==> config.mk <==
export PLATFORM = sky130hd
export DESIGN_NAME = signed_int_to_radix_text_flat
export DESIGN_NICKNAME = d
export VERILOG_FILES = /design/src/design/rtx_pkg.sv /design/src/design/rtx_num_if.sv /design/src/design/rtx_char_if.sv /design/src/design/signed_int_to_radix_text.sv /design/src/design/rtx_datapath.sv /design/src/design/rtx_ctrl.sv /design/src/flat_wrapper.sv
export SDC_FILE = /design/constraint.sdc
export NUM_CORES = 1
export LEC_CHECK = 0
export ABC_AREA = 1
export BUFFER_PORTS_ARGS = -buffer_cell sky130_fd_sc_hd__buf_2
export CAP_MARGIN = 20
export CORE_UTILIZATION = 30
export CTS_BUF_LIST = sky130_fd_sc_hd__clkbuf_16
export CTS_CLUSTER_DIAMETER = 80
export CTS_CLUSTER_SIZE = 20
export DETAILED_ROUTE_END_ITERATION = 8
export PLACE_DENSITY_LB_ADDON = 0.1
export SKIP_LAST_GASP = 1
export SLEW_MARGIN = 5
export SYNTH_ARGS = -nofsm -noshare
export SYNTH_HDL_FRONTEND = slang
export SYNTH_SLANG_ARGS = --single-unit
==> constraint.sdc <==
create_clock -name clk -period 5.29 [get_ports clk]
set_input_delay 0.2645 -clock clk [delete_from_list [all_inputs] [get_ports clk]]
set_output_delay 0.2645 -clock clk [all_outputs]
set_load 0.01 [all_outputs]
==> src/design/rtx_pkg.sv <==
// ----------------------------------------------------------------------------
// rtx_pkg: shared types and constants
// Command and status bundles between controller and datapath, register
// indexes and character constants of the radix text converter.
// ----------------------------------------------------------------------------
package rtx_pkg;

    localparam int NUM_W     = 32;
    localparam int CHAR_W    = 8;
    localparam int RADIX_W   = 6;
    localparam int CFG_W     = 64;
    localparam int CFG_IDX_W = 3;
    localparam int ALPHA_N   = 32;
    localparam int ALPHA_W   = 5;
    localparam int BITCNT_W  = 5;

    localparam logic [CFG_IDX_W-1:0] CFG_ALPHA0 = 3'd0;
    localparam logic [CFG_IDX_W-1:0] CFG_ALPHA1 = 3'd1;
    localparam logic [CFG_IDX_W-1:0] CFG_ALPHA2 = 3'd2;
    localparam logic [CFG_IDX_W-1:0] CFG_ALPHA3 = 3'd3;
    localparam logic [CFG_IDX_W-1:0] CFG_RADIX  = 3'd4;

    localparam logic [CHAR_W-1:0] CH_PLUS  = 8'd43;
    localparam logic [CHAR_W-1:0] CH_MINUS = 8'd45;
    localparam logic [CHAR_W-1:0] CH_LOW   = 8'd32;
    localparam logic [CHAR_W-1:0] CH_HIGH  = 8'd127;

    typedef struct packed {
        logic load;
        logic chk_next;
        logic div_clear;
        logic div_step;
        logic store;
        logic rd;
        logic push_sign;
        logic push_digit;
    } rtx_cmd_t;

    typedef struct packed {
        logic range_ok;
        logic char_bad;
        logic chk_last;
        logic neg;
        logic div_last;
        logic mag_zero;
        logic digits_full;
        logic count_zero;
        logic out_free;
    } rtx_status_t;

endpackage

==> src/design/rtx_num_if.sv <==
// ----------------------------------------------------------------------------
// rtx_num_if: input number channel
// Valid/ready channel carrying one signed integer per beat.
// ----------------------------------------------------------------------------
interface rtx_num_if;
    logic               valid;
    logic               ready;
    logic signed [31:0] number;

    modport source (output valid, output number, input ready);
    modport sink   (input valid, input number, output ready);
endinterface

==> src/design/rtx_char_if.sv <==
// ----------------------------------------------------------------------------
// rtx_char_if: output character channel
// Valid/ready channel carrying one text character and a last flag per beat.
// ----------------------------------------------------------------------------
interface rtx_char_if;
    logic       valid;
    logic       ready;
    logic [7:0] text_char;
    logic       last_char;

    modport source (output valid, output text_char, output last_char, input ready);
    modport sink   (input valid, input text_char, input last_char, output ready);
endinterface

==> src/design/signed_int_to_radix_text.sv <==
// ----------------------------------------------------------------------------
// signed_int_to_radix_text: signed integer to text in a configurable radix
// Prints each input number as an optional minus sign followed by digits
// from a configured alphabet, most significant first.
// ----------------------------------------------------------------------------
//  channel  dir  per beat                         accepted when
//  num_ch   in   number (32, signed)              valid && ready
//  text_ch  out  text_char (8), last_char (1)     valid && ready
//  cfg      in   cfg_index (3), cfg_data (64)     cfg_we
//
// A number is taken, its alphabet is checked one character at a time up to the
// radix, a minus sign goes out for a negative number, then each digit comes from
// the bit-serial divider and the buffered digit characters are sent out, most
// significant first.
// Reset clears all configuration, which leaves it invalid: numbers are taken
// and dropped until a valid alphabet and radix are written.
// A stalled output holds the sequencer; a new number is taken while the final
// character still waits in the output register.
// ----------------------------------------------------------------------------
module signed_int_to_radix_text #(
    parameter int MAX_RADIX  = 32,
    parameter int MAX_DIGITS = 32
) (
    input  logic                          clk,
    input  logic                          rst_n,
    rtx_num_if.sink                       num_ch,
    rtx_char_if.source                    text_ch,
    input  logic                          cfg_we,
    input  logic [rtx_pkg::CFG_IDX_W-1:0] cfg_index,
    input  logic [rtx_pkg::CFG_W-1:0]     cfg_data
);
    import rtx_pkg::*;

    rtx_cmd_t    cmd;
    rtx_status_t status;
    logic        in_ready;
    logic        out_valid;
    logic [CHAR_W-1:0] out_char;
    logic        out_last;

    rtx_ctrl u_ctrl (
        .clk      (clk),
        .rst_n    (rst_n),
        .in_valid (num_ch.valid),
        .in_ready (in_ready),
        .status   (status),
        .cmd      (cmd)
    );

    rtx_datapath #(
        .MAX_RADIX  (MAX_RADIX),
        .MAX_DIGITS (MAX_DIGITS)
    ) u_datapath (
        .clk       (clk),
        .rst_n     (rst_n),
        .cfg_we    (cfg_we),
        .cfg_index (cfg_index),
        .cfg_data  (cfg_data),
        .number    (num_ch.number),
        .cmd       (cmd),
        .status    (status),
        .out_ready (text_ch.ready),
        .out_valid (out_valid),
        .text_char (out_char),
        .last_char (out_last)
    );

    assign num_ch.ready      = in_ready;
    assign text_ch.valid     = out_valid;
    assign text_ch.text_char = out_char;
    assign text_ch.last_char = out_last;

endmodule

==> src/design/rtx_datapath.sv <==
// ----------------------------------------------------------------------------
// rtx_datapath: configuration, check, divider, digit buffer and output
// Holds the alphabet and radix registers, checks the alphabet one character
// per cycle, divides the magnitude bit by bit and buffers digit characters.
// ----------------------------------------------------------------------------
module rtx_datapath #(
    parameter int MAX_RADIX  = 32,
    parameter int MAX_DIGITS = 32
) (
    input  logic                             clk,
    input  logic                             rst_n,
    input  logic                             cfg_we,
    input  logic [rtx_pkg::CFG_IDX_W-1:0]    cfg_index,
    input  logic [rtx_pkg::CFG_W-1:0]        cfg_data,
    input  logic [rtx_pkg::NUM_W-1:0]        number,
    input  rtx_pkg::rtx_cmd_t                cmd,
    output rtx_pkg::rtx_status_t             status,
    input  logic                             out_ready,
    output logic                             out_valid,
    output logic [rtx_pkg::CHAR_W-1:0]       text_char,
    output logic                             last_char
);
    import rtx_pkg::*;

    localparam int CHK_W = (MAX_RADIX > 1) ? $clog2(MAX_RADIX) : 1;
    localparam int AW    = $clog2(MAX_DIGITS);
    localparam int ND_W  = $clog2(MAX_DIGITS + 1);

    logic [CFG_W-1:0]   alpha_reg [4];
    logic [RADIX_W-1:0] radix_reg;

    logic [CHAR_W-1:0]  alpha_chars [ALPHA_N];

    logic [CHK_W-1:0]   chk_idx_reg;
    logic [NUM_W-1:0]   mag_reg;
    logic [RADIX_W-1:0] rem_reg;
    logic               neg_reg;
    logic [BITCNT_W-1:0] bit_cnt_reg;
    logic [ND_W-1:0]    count_reg;
    logic [CHAR_W-1:0]  dig_mem [MAX_DIGITS];
    logic [CHAR_W-1:0]  rd_data_reg;

    logic               out_valid_reg;
    logic [CHAR_W-1:0]  out_char_reg;
    logic               out_last_reg;

    logic [CHAR_W-1:0]  chk_char;
    logic               chk_forbid;
    logic               chk_dup;
    logic [RADIX_W:0]   rem_sh;
    logic               rem_ge;
    logic [RADIX_W-1:0] rem_next;
    logic [NUM_W-1:0]   mag_next;
    logic [NUM_W-1:0]   load_mag;
    logic [AW-1:0]      rd_addr;

    always_comb
    begin
        for (int k = 0; k < ALPHA_N; k++)
        begin
            alpha_chars[k] = alpha_reg[k / 8][(k % 8) * 8 +: 8];
        end
    end

    // Configuration registers; writes beyond the list are dropped.
    always_ff @(posedge clk or negedge rst_n)
    begin
        if (!rst_n)
        begin
            for (int w = 0; w < 4; w++)
            begin
                alpha_reg[w] <= '0;
            end
            radix_reg <= '0;
        end
        else if (cfg_we)
        begin
            unique case (cfg_index)
                CFG_ALPHA0: alpha_reg[0] <= cfg_data;
                CFG_ALPHA1: alpha_reg[1] <= cfg_data;
                CFG_ALPHA2: alpha_reg[2] <= cfg_data;
                CFG_ALPHA3: alpha_reg[3] <= cfg_data;
                CFG_RADIX:  radix_reg    <= cfg_data[RADIX_W-1:0];
                default:    ;
            endcase
        end
    end

    // The character under check is compared against every later character
    // in use at once.
    always_comb
    begin
        chk_char   = alpha_chars[ALPHA_W'(chk_idx_reg)];
        chk_forbid = (chk_char == CH_PLUS) || (chk_char == CH_MINUS) ||
                     (chk_char < CH_LOW) || (chk_char >= CH_HIGH);
        chk_dup    = 1'b0;
        for (int j = 0; j < MAX_RADIX; j++)
        begin
            if ((RADIX_W'(j) > RADIX_W'(chk_idx_reg)) && (RADIX_W'(j) < radix_reg) &&
                (alpha_chars[j] == chk_char))
            begin
                chk_dup = 1'b1;
            end
        end
    end

    // One restoring division step: the magnitude register shifts out the
    // dividend and shifts in quotient bits.
    always_comb
    begin
        rem_sh   = {rem_reg, mag_reg[NUM_W-1]};
        rem_ge   = rem_sh >= {1'b0, radix_reg};
        rem_next = rem_ge ? RADIX_W'(rem_sh - {1'b0, radix_reg}) : rem_sh[RADIX_W-1:0];
        mag_next = {mag_reg[NUM_W-2:0], rem_ge};
        load_mag = number[NUM_W-1] ? (~number + 32'd1) : number;
        rd_addr  = AW'(count_reg - ND_W'(1));
    end

    always_ff @(posedge clk)
    begin
        if (cmd.load)
        begin
            mag_reg     <= load_mag;
            neg_reg     <= number[NUM_W-1];
            chk_idx_reg <= '0;
            count_reg   <= '0;
        end
        else
        begin
            if (cmd.chk_next)
            begin
                chk_idx_reg <= chk_idx_reg + CHK_W'(1);
            end
            if (cmd.div_step)
            begin
                mag_reg <= mag_next;
            end
            if (cmd.store)
            begin
                count_reg <= count_reg + ND_W'(1);
            end
            else if (cmd.rd)
            begin
                count_reg <= count_reg - ND_W'(1);
            end
        end

        if (cmd.div_clear)
        begin
            rem_reg     <= '0;
            bit_cnt_reg <= '0;
        end
        else if (cmd.div_step)
        begin
            rem_reg     <= rem_next;
            bit_cnt_reg <= bit_cnt_reg + BITCNT_W'(1);
        end
    end

    // Digit buffer: filled least significant digit first, read back in reverse.
    always_ff @(posedge clk)
    begin
        if (cmd.store)
        begin
            dig_mem[AW'(count_reg)] <= alpha_chars[rem_reg[ALPHA_W-1:0]];
        end
        if (cmd.rd)
        begin
            rd_data_reg <= dig_mem[rd_addr];
        end
    end

    always_ff @(posedge clk or negedge rst_n)
    begin
        if (!rst_n)
        begin
            out_valid_reg <= 1'b0;
        end
        else if (cmd.push_sign || cmd.push_digit)
        begin
            out_valid_reg <= 1'b1;
        end
        else if (out_ready)
        begin
            out_valid_reg <= 1'b0;
        end
    end

    always_ff @(posedge clk)
    begin
        if (cmd.push_sign)
        begin
            out_char_reg <= CH_MINUS;
            out_last_reg <= 1'b0;
        end
        else if (cmd.push_digit)
        begin
            out_char_reg <= rd_data_reg;
            out_last_reg <= (count_reg == '0);
        end
    end

    always_comb
    begin
        status.range_ok    = (radix_reg >= RADIX_W'(2)) && (radix_reg <= RADIX_W'(MAX_RADIX));
        status.char_bad    = chk_forbid || chk_dup;
        status.chk_last    = (RADIX_W'(chk_idx_reg) + RADIX_W'(1)) == radix_reg;
        status.neg         = neg_reg;
        status.div_last    = bit_cnt_reg == BITCNT_W'(NUM_W - 1);
        status.mag_zero    = mag_reg == '0;
        status.digits_full = count_reg == ND_W'(MAX_DIGITS);
        status.count_zero  = count_reg == '0;
        status.out_free    = !out_valid_reg || out_ready;
    end

    assign out_valid = out_valid_reg;
    assign text_char = out_char_reg;
    assign last_char = out_last_reg;

endmodule

==> src/design/rtx_ctrl.sv <==
// ----------------------------------------------------------------------------
// rtx_ctrl: sequencing state machine
// Steps one number through alphabet check, sign output, digit division, and readout of
// the buffered digits, issuing commands to the datapath.
// ----------------------------------------------------------------------------
module rtx_ctrl (
    input  logic                 clk,
    input  logic                 rst_n,
    input  logic                 in_valid,
    output logic                 in_ready,
    input  rtx_pkg::rtx_status_t status,
    output rtx_pkg::rtx_cmd_t    cmd
);
    import rtx_pkg::*;

    localparam logic [2:0] S_IDLE  = 3'd0;
    localparam logic [2:0] S_CHECK = 3'd1;
    localparam logic [2:0] S_SIGN  = 3'd2;
    localparam logic [2:0] S_DIV   = 3'd3;
    localparam logic [2:0] S_STORE = 3'd4;
    localparam logic [2:0] S_NEXT  = 3'd5;
    localparam logic [2:0] S_READ  = 3'd6;
    localparam logic [2:0] S_EMIT  = 3'd7;

    logic [2:0] state_reg;
    logic [2:0] state_next;

    always_ff @(posedge clk or negedge rst_n)
    begin
        if (!rst_n)
        begin
            state_reg <= S_IDLE;
        end
        else
        begin
            state_reg <= state_next;
        end
    end

    always_comb
    begin
        state_next = state_reg;
        cmd        = '0;
        in_ready   = 1'b0;
        unique case (state_reg)
            S_IDLE:
            begin
                in_ready = 1'b1;
                if (in_valid)
                begin
                    cmd.load   = 1'b1;
                    state_next = S_CHECK;
                end
            end
            S_CHECK:
            begin
                // A bad configuration drops the number without any output.
                if (!status.range_ok || status.char_bad)
                begin
                    state_next = S_IDLE;
                end
                else if (status.chk_last)
                begin
                    if (status.neg)
                    begin
                        state_next = S_SIGN;
                    end
                    else
                    begin
                        cmd.div_clear = 1'b1;
                        state_next    = S_DIV;
                    end
                end
                else
                begin
                    cmd.chk_next = 1'b1;
                end
            end
            S_SIGN:
            begin
                if (status.out_free)
                begin
                    cmd.push_sign = 1'b1;
                    cmd.div_clear = 1'b1;
                    state_next    = S_DIV;
                end
            end
            S_DIV:
            begin
                cmd.div_step = 1'b1;
                if (status.div_last)
                begin
                    state_next = S_STORE;
                end
            end
            S_STORE:
            begin
                cmd.store  = 1'b1;
                state_next = S_NEXT;
            end
            S_NEXT:
            begin
                // At least one digit is produced, so zero prints as one digit.
                if (status.mag_zero || status.digits_full)
                begin
                    state_next = S_READ;
                end
                else
                begin
                    cmd.div_clear = 1'b1;
                    state_next    = S_DIV;
                end
            end
            S_READ:
            begin
                cmd.rd     = 1'b1;
                state_next = S_EMIT;
            end
            S_EMIT:
            begin
                if (status.out_free)
                begin
                    cmd.push_digit = 1'b1;
                    state_next     = status.count_zero ? S_IDLE : S_READ;
                end
            end
            default:
            begin
                state_next = S_IDLE;
            end
        endcase
    end

endmodule

==> src/flat_wrapper.sv <==
// flat-port wrapper written by rule: the top's interface ports become plain ports
module signed_int_to_radix_text_flat import rtx_pkg::*;
#(
    parameter int MAX_RADIX  = 32,
    parameter int MAX_DIGITS = 32
)
  (clk, rst_n, cfg_we, cfg_index, cfg_data, num_ch_valid, num_ch_number, num_ch_ready, text_ch_valid, text_ch_text_char, text_ch_last_char, text_ch_ready);
  rtx_num_if num_ch_i ();
  rtx_char_if text_ch_i ();
  input  logic clk;
  input  logic rst_n;
  input  logic cfg_we;
  input  logic [rtx_pkg::CFG_IDX_W-1:0] cfg_index;
  input  logic [rtx_pkg::CFG_W-1:0] cfg_data;
  input wire logic [$bits(num_ch_i.valid)-1:0] num_ch_valid;
  input wire logic [$bits(num_ch_i.number)-1:0] num_ch_number;
  output wire logic [$bits(num_ch_i.ready)-1:0] num_ch_ready;
  output wire logic [$bits(text_ch_i.valid)-1:0] text_ch_valid;
  output wire logic [$bits(text_ch_i.text_char)-1:0] text_ch_text_char;
  output wire logic [$bits(text_ch_i.last_char)-1:0] text_ch_last_char;
  input wire logic [$bits(text_ch_i.ready)-1:0] text_ch_ready;
  assign num_ch_i.valid = num_ch_valid;
  assign num_ch_i.number = num_ch_number;
  assign num_ch_ready = num_ch_i.ready;
  assign text_ch_valid = text_ch_i.valid;
  assign text_ch_text_char = text_ch_i.text_char;
  assign text_ch_last_char = text_ch_i.last_char;
  assign text_ch_i.ready = text_ch_ready;
  signed_int_to_radix_text #(.MAX_RADIX(MAX_RADIX), .MAX_DIGITS(MAX_DIGITS)) u_core (.clk(clk), .rst_n(rst_n), .num_ch(num_ch_i), .text_ch(text_ch_i), .cfg_we(cfg_we), .cfg_index(cfg_index), .cfg_data(cfg_data));
endmodule
; After elaboration in Yosys (flattened, before gate mapping)
; Memories as Yosys holds them, arrays and structs flattened. A register that Yosys moved wholly into a read port is not among the register bits.
; Index checks and enable logic that the tools add are counted.
[totals]
latchBits = 0
mem_bits_rw = 256
romBits = 0
output_inout_bits = 11
register_bits = 330
n_memories = 1
input_bits = 104
[op_classes]
n_div = 0
order_cmp = 69
n_addsub = 7
n_eq_ne = 52
bitwise = 3
muxes = 73
reduce_logical = 86
shifts = 0
multipliers = 0
[memory_table]
columns = memory, words, width, read_ports, rd_ports_with_merged_regs, write_ports, line
row1 = u_core.u_datapath.dig_mem, 32, 8, 1, 1, 1, rtx_datapath.sv:40  ; logic [CHAR_W-1:0] dig_mem [MAX_DIGITS];
[ops]
columns = operator, count
row1 = $eq A8 B8 Y1, 31
row2 = $lt A5 B6 Y1 const A, 16
row3 = $mux W32, 3
row4 = $bmux W8 S5, 2
row5 = $gt A5 B5 Y1 const A, 16
row6 = $logic_and A1 B1 Y1, 63
row7 = $mux W1, 50
row8 = $lt A4 B6 Y1 const A, 8
row9 = $gt A4 B5 Y1 const A, 8
row10 = $add A32 B1 Y32 const B, 1
row11 = $logic_not A32 Y1, 1
row12 = $mux W8, 4
row13 = $not A32 Y32, 1
row14 = $lt A3 B6 Y1 const A, 4
row15 = $mux W3, 8
row16 = $pmux W3 S8, 1
row17 = $gt A3 B5 Y1 const A, 4
row18 = $mux W6, 3
row19 = $eq A8 B6 Y1 const B, 2
row20 = $eq A3 B3 Y1 const B, 5
row21 = $eq A3 B2 Y1 const B, 4
row22 = $ge A6 B6 Y1 const B, 2
row23 = $lt A2 B6 Y1 const A, 2
row24 = $not A5 Y6, 2
row25 = other kinds (29), 49

; Depth between registers and ports, before layout
; Gate-level depths: netlist of run 1.
[depth]
ltp_word = 41
mapped_depth = 28

; Cells and area by module
; A second synthesis of run 1 with hierarchy kept.
[unflattened]
hier_cells = 4429
area_unflattened_um2 = 33897.5
[by_module_without_submodules]
columns = module, cells_each, area_per_inst_um2, seq_area_each_um2, instances
row1 = rtx_datapath, 4363, 33504.6, 16120.5, 1
row2 = rtx_ctrl, 66, 392.9, 75.1, 1

; Worst setup path before layout of run 1
; No wires, ideal clock.
[synth_timing]
path_kind = register to register
start = reg u_core.u_datapath.rem_reg[0]
end = mem u_core.u_datapath.dig_mem[0][2] (data pin)
path_stages_with_launch = 10
path_buffers = 4
t_arrival_ns = 2.799
setup_slack_ns = 2.093
path_cell_list = dfxtp_1 clkbuf_1 inv_1 clkbuf_1 clkbuf_1 clkbuf_1 a21oi_1 o21ai_0 nand3_1 a31oi_1
[synth_via]
elab_chain_len = 4
[synth_lines]
columns = element, line
row1 = start: declaration, rtx_datapath.sv:36  ; logic [RADIX_W-1:0] rem_reg;
row2 = start signal: assignment, rtx_datapath.sv:155  ; rem_reg <= rem_next;
row3 = $not A5 Y6 (implied by the code), rtx_datapath.sv:165  ; dig_mem[AW'(count_reg)] <= alpha_chars[rem_reg[ALPHA_W-1:0]];
row4 = $bmux W8 S5, rtx_datapath.sv:165
row5 = $mux W8 (implied by the code) (2 in a row), rtx_datapath.sv:165
row6 = end: declaration, rtx_datapath.sv:40
; Every way passes these cells. The select of a mux whose other input is x is not followed.

; Worst setup path after layout of run 1
[layout_timing]
start = reg u_core.u_datapath.chk_idx_reg[0]
end = reg u_core.u_datapath.rem_reg[0]
[layout_via]
elab_chain_len = 41
elab_cells_between_ends = 173
cone_classes = add/sub (1) / order compare (33) / eq/ne (34) / mux (37) / bitwise (1) / reduce/logical (67)
[layout_lines]
columns = element, line
row1 = start: declaration, rtx_datapath.sv:34  ; logic [CHK_W-1:0] chk_idx_reg;
row2 = start signal: assignment, rtx_datapath.sv:132  ; chk_idx_reg <= chk_idx_reg + CHK_W'(1);
row3 = $not A5 Y6 (implied by the code), rtx_datapath.sv:93  ; chk_char = alpha_chars[ALPHA_W'(chk_idx_reg)];
row4 = $bmux W8 S5, rtx_datapath.sv:93
row5 = $mux W8 (implied by the code) (2 in a row), rtx_datapath.sv:93
row6 = $eq A8 B8 Y1, rtx_datapath.sv:100  ; (alpha_chars[j] == chk_char))
row7 = $logic_and A1 B1 Y1, rtx_datapath.sv:99  ; if ((RADIX_W'(j) > RADIX_W'(chk_idx_reg)) && (RADIX_W'(j) < radix_reg) &&
row8 = $mux W1 (31 in a row), rtx_datapath.sv:99
row9 = $logic_or A1 B1 Y1, rtx_datapath.sv:206  ; status.char_bad = chk_forbid || chk_dup;
row10 = $logic_or A1 B1 Y1, rtx_ctrl.sv:58  ; if (!status.range_ok || status.char_bad)
row11 = $mux W2 (*), rtx_ctrl.sv:58
row12 = $pmux W1 S3 (*), rtx_ctrl.sv:45  ; unique case (state_reg)
; Every way passes the cells marked *; elsewhere a longest branch is shown, timed or not. The select of a mux whose other input is x is not followed.
; A chain may end at the register's enable or synchronous reset.

==> summary.txt, run 1 <==
Critical path
  – CP Data Arrival Time: 5.45 ns
  – Worst Setup End Kind: register
  – Worst EP required: 5.82 ns
  – Crit path largest cell delay: 0.71 ns
  – Reg2reg setup slack: 0.37 ns
  – CP most frequent cell: nand2_1
  – CP delay by family, top: simple AND/OR/NAND/NOR gates
  – Worst Path Buf+Inv: 5
  – Crit Path Class: register to register
  – Critical-path maximum fanout: 39
  – Cell Chain, Critical Path: inv_4, buf_12, nand2_1, nand3_1, nand2_1, o21ai_0, nand2_1, nor2_2, buf_4, nand2_1, o21ai_0, inv_1, nand3_1, nor2_1, nor2_1, nand2_1, nor2_1, nand2_1, nor2_2, nand2_1, o21bai_2, buf_4, nor2_1
  – Slowest stage cell, crit path: nor2_2
  – Worst setup SP type: register

Detailed routing
  – Post-Route WL: 144.5 mm
  – DR vias: 31,105
  – Drt pass-1 iters: 5
  – 1st-iter DRT viols: 3,347
  – Wire length per cell: 24.14 µm
  – Drt drc: 0
  – Via-per-instance ratio: 5.195
  – ANT nets after route: 0

STA
  – Fmax: 0.2031 GHz
  – Final Setup Violations: 0
  – Hold Vio Cnt, Final: 0
  – RSZ-0062 raised after global routing: no
  – Setup ws final: 0.3664 ns
  – Slew headroom: 0.3061
  – Fin. max-slew vios: 0
  – Final hold slack: 0.003183 ns
  – Final period utilization: 0.9307
  – Sum Neg Setup Slack: 0 ns
  – Clock skew: 0.05115 ns
  – Worst Max-Slew Pin Slew: 1.031 ns
  – Tmin final: 4.924 ns

Power and ir drop
  – Int Pwr: 11.06 mW
  – Clk pwr share: 0.158
  – Pwr Total: 22.36 mW
  – Maximum vdd ir drop: 0.2959 mV
  – Sequential share of power: 0.315
  – Pwr Density: 587.5 nW/µm²
  – Lkg Pwr: 16.54 nW
  – Gate power share: 0.527
  – Net Sw Power: 11.30 mW
  – Sw Share: 0.5053

Floorplan
  – Boundary pin count: 115
  – Row count: 122
  – Starting Density: 0.3043
  – Die span in y: 338.0 µm
  – Die X-Extent: 338.0 µm
  – CORE AREA: 111,300 µm²
  – Die area: 114,200 µm²

Placement
  – Final HPWL from detailed placement: 106.4 mm
  – I/O Buffers: 114
  – Place WS: 0.5268 ns
  – GP Congestion: 0.9884

GRT
  – GRT Total Usage: 0.2518
  – Global-route wire length before repair: 208.8 mm
  – Grt ovf: 0
  – Initial antenna violation count: 2
  – Pin count of the biggest net entering global routing: 119
  – Vias in the first global route: 29,049

Logic synthesis
  – Mux contribution to synthesized area: 0.007982
  – Syn Area/Cell: 7.669 µm²
  – Unique cell type count in the Yosys netlist: 49
  – EDFF count, synth: 297
  – Seq cells post-synth: 594
  – Gate Count Post-Synth: 4,415
  – Register area share after synthesis: 0.4783
  – Syn nets: 4,538
  – Adder and majority gate portion of the synthesized area: 0.007243
  – Ys async rst share: 0.4478
  – Yosys warns: 0
  – Largest family of logic cells by synthesized area: simple AND/OR/NAND/NOR gates
  – Ys flop type: edfxtp_1
  – Mapped Area: 33,860 µm²
  – Synth Area in Simple Gates: 0.2345
  – XOR/XNOR Fraction of Synth Area: 0.02613
  – Compound-gate portion of the synthesized area: 0.1625

Finish
  – Area Overhead vs Synth: 12.38%
  – Fillers: 11,906
  – Final-stage net count: 4,588
  – Commonest non-fill, non-tap cells in the layout: nand2_1, o21ai_0, nor2_1
  – Commonest non-fill, non-tap cell in the layout: nand2_1
  – Share of layout cells above drive strength 1: 0.07359
  – Final Util: 0.3420

Hold path
  – Worst min path class: input port to register

Clocking
  – Max Root-Sink Buffers: 3
  – CTS tree: built
  – CTS root buf: clkbuf_16
  – CTS resizes: 0
  – CTS buffer count: 43
  – Worst-path clk slew: 0.09 ns
  – CTS sink count: 594
  – H-Tree Depth: 2
  – Clk_lat worst skew: 0.68 ns

Job
  – # Max-Cap Violations: 0

Outcome
  – Status: complete, no violations
metal layers:
metal,routed length [µm],up-vias,global-route usage
met2,61970,1118,0.3747
met3,8810,192,0.02866
met1,68200,15103,0.3736
met4,5545,0,0.08953
met5,0,-,0
li1,-,14692,-
synthesized netlist by cell type, types with 25 or more instances:
| cell type | count | area, µm² |
|---|---|---|
| o221ai_1 | 25 | 219.0 |
| xor2_1 | 90 | 788.3 |
| buf_2 | 46 | 230.2 |
| mux2i_1 | 27 | 270.3 |
| nor3_1 | 35 | 175.2 |
| o21ai_0 | 634 | 3173 |
| a21oi_1 | 180 | 900.9 |
| dfxtp_1 | 31 | 620.6 |
| o32ai_1 | 39 | 341.6 |
| nand2_1 | 1121 | 4208 |
| clkbuf_1 | 177 | 664.4 |
| o211ai_1 | 30 | 225.2 |
| dfrtp_1 | 266 | 6656 |
| nand3_1 | 244 | 1221 |
| buf_4 | 28 | 210.2 |
| o21ai_1 | 37 | 185.2 |
| inv_1 | 413 | 1550 |
| nor2_1 | 514 | 1929 |
| edfxtp_1 | 297 | 8919 |
stage by stage:
step,area [µm²],cells
finish,38050,5987
global route,38050,5986
CTS,38050,5985
detailed placement,36070,5852
global placement,36060,5851
floorplan,33860,4415
worst reg2reg max path, stage by stage (launching register included):
cell and delay, ns:
dfxtp_4 0.49, inv_4 0.44, buf_12 0.28, nand2_1 0.13
nand3_1 0.16, nand2_1 0.09, o21ai_0 0.18, nand2_1 0.09
nor2_2 0.71, buf_4 0.36, nand2_1 0.08, o21ai_0 0.08
inv_1 0.08, nand3_1 0.08, nor2_1 0.04, nor2_1 0.33
nand2_1 0.10, nor2_1 0.12, nand2_1 0.10, nor2_2 0.35
nand2_1 0.15, o21bai_2 0.13, buf_4 0.19, nor2_1 0.05
power groups by stage:
stage	sequential [mW]	clock, mW	combinational [mW]
global route	7.10	3.78	12.8
floorplan	6.65	0	7.12
CTS	7.01	3.64	11.7
detailed placement	7.11	0	11.6
finish	7.04	3.53	11.8
global placement	7.11	0	11.7
kinds of logic (layout without fill, tap and decap cells):
group           after synthesis  after routing
compound gates             1007           1007
xor+xnor                    101            101
fa+ha+maj                    19             19
buf+inv                     694            777
flops                       594            594
mux                          27             27
other cells                   0              1
simple gates               1973           1973
timing repair:
action                                  CTS  global route
setup buffers                             0             0
hold buffers                             55             0
endpoints found under the setup margin    0             0
endpoints found under the hold margin   261             0
area by class of cell:
class	count	area, µm²	share of cell area
diodes	1	2.502	0.00006576
clock buffers	43	1076	0.02828
clock inverters	35	351.6	0.009239
inverters	430	1624	0.04268
multi-input cells	3127	14960	0.3930
flip-flops and latches	594	16210	0.4259
well taps	1488	1862	0.04893
repair buffers	269	1976	0.05192
worst paths after layout:
| path | start | end | depth (start not counted) |
|---|---|---|---|
| setup / recovery | u_core.u_datapath.chk_idx_reg[0] | u_core.u_datapath.rem_reg[0] | 23 |
| hold / removal | cfg_data[40] | u_core.u_datapath.alpha_chars[16] | 3 |
| setup reg to reg | u_core.u_datapath.chk_idx_reg[0] | u_core.u_datapath.rem_reg[0] | 23 |
| hold reg to reg | u_core.u_datapath.rd_data_reg[0] | u_core.u_datapath.text_char[0] | 2 |
| max in group asynchronous | rst_n | u_core.u_datapath.alpha_chars[242] | 3 |
| min in group asynchronous | rst_n | u_core.u_datapath.alpha_chars[130] | 2 |
Note: power is estimated with default switching activity, not from simulation.
==> inputs of run 2 (changes only) <==
--- a/config.mk
+++ b/config.mk
@@ -8,6 +8,7 @@
 export ABC_AREA = 1
 export BUFFER_PORTS_ARGS = -buffer_cell sky130_fd_sc_hd__buf_2
 export CAP_MARGIN = 20
+export CORE_ASPECT_RATIO = 0.5
 export CORE_UTILIZATION = 30
 export CTS_BUF_LIST = sky130_fd_sc_hd__clkbuf_16
 export CTS_CLUSTER_DIAMETER = 80
==> run 2 against run 1 <==
Net effect:
- largest cell class unchanged
- final area rose by 1.0%
- die area barely moved
- clock power fell by 12%
- hold slack improved by 0.032 ns
- flip-flop and latch count did not move
- sequential share of layout area fell by 0.43 points
- critical path depth rose by 3
- sequential power fell by 1%
- maximum frequency fell by 4.5%
==> summary.txt, run 2 (synthesized netlist as in run 1, its figures left out) <==
Outcome
  – Status: complete, no violations

Detailed routing
  – ANT nets after route: 0 (unchanged)
  – Drt drc: 0 (unchanged)
  – Drt pass-1 iters: 6 (+1)
  – Wire length per cell: 25.88 µm (+7.2%)
  – Via-per-instance ratio: 5.268 (+1.4%)
  – 1st-iter DRT viols: 3,541 (+5.8%)
  – DR vias: 31,849 (+2.4%)
  – Post-Route WL: 156.4 mm (+8.2%)

Finish
  – Share of layout cells above drive strength 1: 0.08071 (+0.007124)
  – Commonest non-fill, non-tap cells in the layout: nand2_1, o21ai_0, nor2_1
  – Post-route cell area: 38,440 µm² (+1.0%)
  – Finished Layout Cells: 6,046 (+0.99%)
  – Commonest non-fill, non-tap cell in the layout: nand2_1
  – Area Overhead vs Synth: 13.54%
  – Final-stage net count: 4,647 (+1.3%)
  – Final Util: 0.3462 (+0.004232)

GRT
  – Global-route wire length before repair: 222.0 mm (+6.3%)
  – Grt ovf: 0 (unchanged)
  – Initial antenna violation count: 7 (+5)
  – GRT Total Usage: 0.2695 (+0.01776)
  – Pin count of the biggest net entering global routing: 142 (+19%)
  – Vias in the first global route: 29,674 (+2.2%)

Power and ir drop
  – Lkg Pwr: 16.77 nW (+1.4%)
  – Maximum vdd ir drop: 0.2543 mV (-14%)
  – Pwr Density: 596.2 nW/µm² (+1.5%)
  – Pwr Total: 22.92 mW (+2.5%)

Clocking
  – CTS sink count: 594 (unchanged)
  – H-Tree Depth: 2 (unchanged)
  – Worst-path clk slew: 0.10 ns (about the same)
  – Clk_lat worst skew: 0.67 ns (about the same)
  – CTS buffer count: 37 (-14%)
  – CTS root buf: clkbuf_16
  – Max Root-Sink Buffers: 3 (unchanged)
  – Post-CTS Setup Inserts: 0 (unchanged)
  – CTS tree: built

Placement
  – Place WS: 0.2824 ns (-0.2445 ns)
  – Placed Area: 36,550 µm² (+1.3%)
  – I/O Buffers: 114 (unchanged)
  – Final HPWL from detailed placement: 117.1 mm (+10%)
  – Placed cells: 5,907 (+0.94%)
  – GP Congestion: 1.100 (+11%)

Critical path
  – Worst EP required: 5.82 ns (about the same)
  – Crit Path Class: register to register
  – CP Data Arrival Time: 5.69 ns (+0.24 ns)
  – Crit path largest cell delay: 0.70 ns (about the same)
  – Slowest stage cell, crit path: nor2_4
  – CP most frequent cell: nor2_1
  – Critical-path maximum fanout: 26 (-33%)
  – Worst Setup End Kind: register
  – R2r worst-path depth: 26 (+13%)
  – Worst setup SP type: register

STA
  – Setup ws final: 0.1352 ns (-0.2312 ns)
  – Slew headroom: 0.04152 (-0.2646)
  – Tmin final: 5.155 ns (+0.2312 ns)
  – RSZ-0062 raised after global routing: no
  – Sum Neg Setup Slack: 0 ns (unchanged)
  – Final Setup Violations: 0 (unchanged)
  – Fmax: 0.1940 GHz (-4.5%)
  – Final period utilization: 0.9744 (+0.04371)
  – Hold Vio Cnt, Final: 0 (unchanged)
  – Final hold slack: 0.03511 ns (+0.03193 ns)
  – Fin. max-slew vios: 0 (unchanged)
  – Worst Max-Slew Pin Slew: 1.423 ns (+0.3913 ns)
  – Clock skew: 0.05866 ns (+0.007502 ns)

Floorplan
  – Die span in y: 239.6 µm (-29%)
  – Row count: 86 (-30%)
  – Starting Density: 0.3049 (+0.0006377)
  – CORE AREA: 111,000 µm² (-0.21%)
  – Die X-Extent: 477.1 µm (+41%)
  – Boundary pin count: 115 (unchanged)
  – Die area: 114,300 µm² (about the same)

Hold path
  – Worst min path class: input port to register
  – Hold Path Stages: 3 (unchanged)

Job
  – # Max-Cap Violations: 0 (unchanged)
-- run 2: cell types whose count changed in the layout (fill, tap and decap cells not counted), moves of 3 or more --
cell           change
buf_4             +40
dlygate4sd3_1     +12
buf_12             +9
clkbuf_16          -6
clkbuf_4           +4
inv_12             -4
inv_1              +3
-- run 2: final cells by class --
| type | count | area, µm² |
|---|---|---|
| multi-input combinational | 3127 | 14970 |
| timing repair buffer | 334 | 2630 |
| antenna | 3 | 7.507 |
| clock inverter | 25 | 212.7 |
| clock buffer | 37 | 925.9 |
| inverter | 430 | 1623 |
| sequential | 594 | 16210 |
| fill | 11841 | 72600 |
| tap | 1496 | 1872 |
-- run 2: timing repair --
item,CTS,global route
endpoints found under the setup margin,0,19
hold buffers,67,0
resized for setup,0,1
hold endpoints to repair,501,0
-- run 2: worst max-delay path: cells and delay by family (launching register included) --
family                 cells  cell delay (ns)
flip-flops                 1             0.36
AND/OR/NAND/NOR           19             3.29
buffers and inverters      6             1.21
AO/OA/AOI/OAI              1             0.15
-- run 2: metal layers --
metal / track usage / vias to the layer above / wire [µm]
li1: - / 14830 / -
met1: 0.3890 / 15606 / 73070
met2: 0.4079 / 1192 / 66660
met3: 0.04801 / 217 / 11490
met4: 0.08091 / 4 / 5207
met5: 0 / - / 20
-- run 2: where the power goes --
group	switching (mW)	leakage [nW]	total, mW	internal, mW
clock network	1.75	0.618	3.12	1.37
registers	0.821	6.30	6.97	6.15
logic	9.18	9.85	12.8	3.66
-- run 2: worst paths after layout --
| kind | startpoint | endpoint | slack (ns) |
|---|---|---|---|
| worst min register to register | u_core.u_datapath.text_char[3] | u_core.u_datapath.text_char[3] | 0.46 |
| min in group asynchronous | rst_n | u_core.u_datapath.alpha_chars[3] | 0.56 |
| worst max register to register | u_core.u_datapath.chk_idx_reg[1] | u_core.u_datapath.chk_idx_reg[1] | 0.14 |
| max in group asynchronous | rst_n | u_core.u_datapath.alpha_chars[32] | 3.72 |
| worst min-delay path | cfg_data[54] | u_core.u_datapath.alpha_chars[14] | 0.04 |
| worst max-delay path | u_core.u_datapath.chk_idx_reg[1] | u_core.u_datapath.chk_idx_reg[1] | 0.14 |
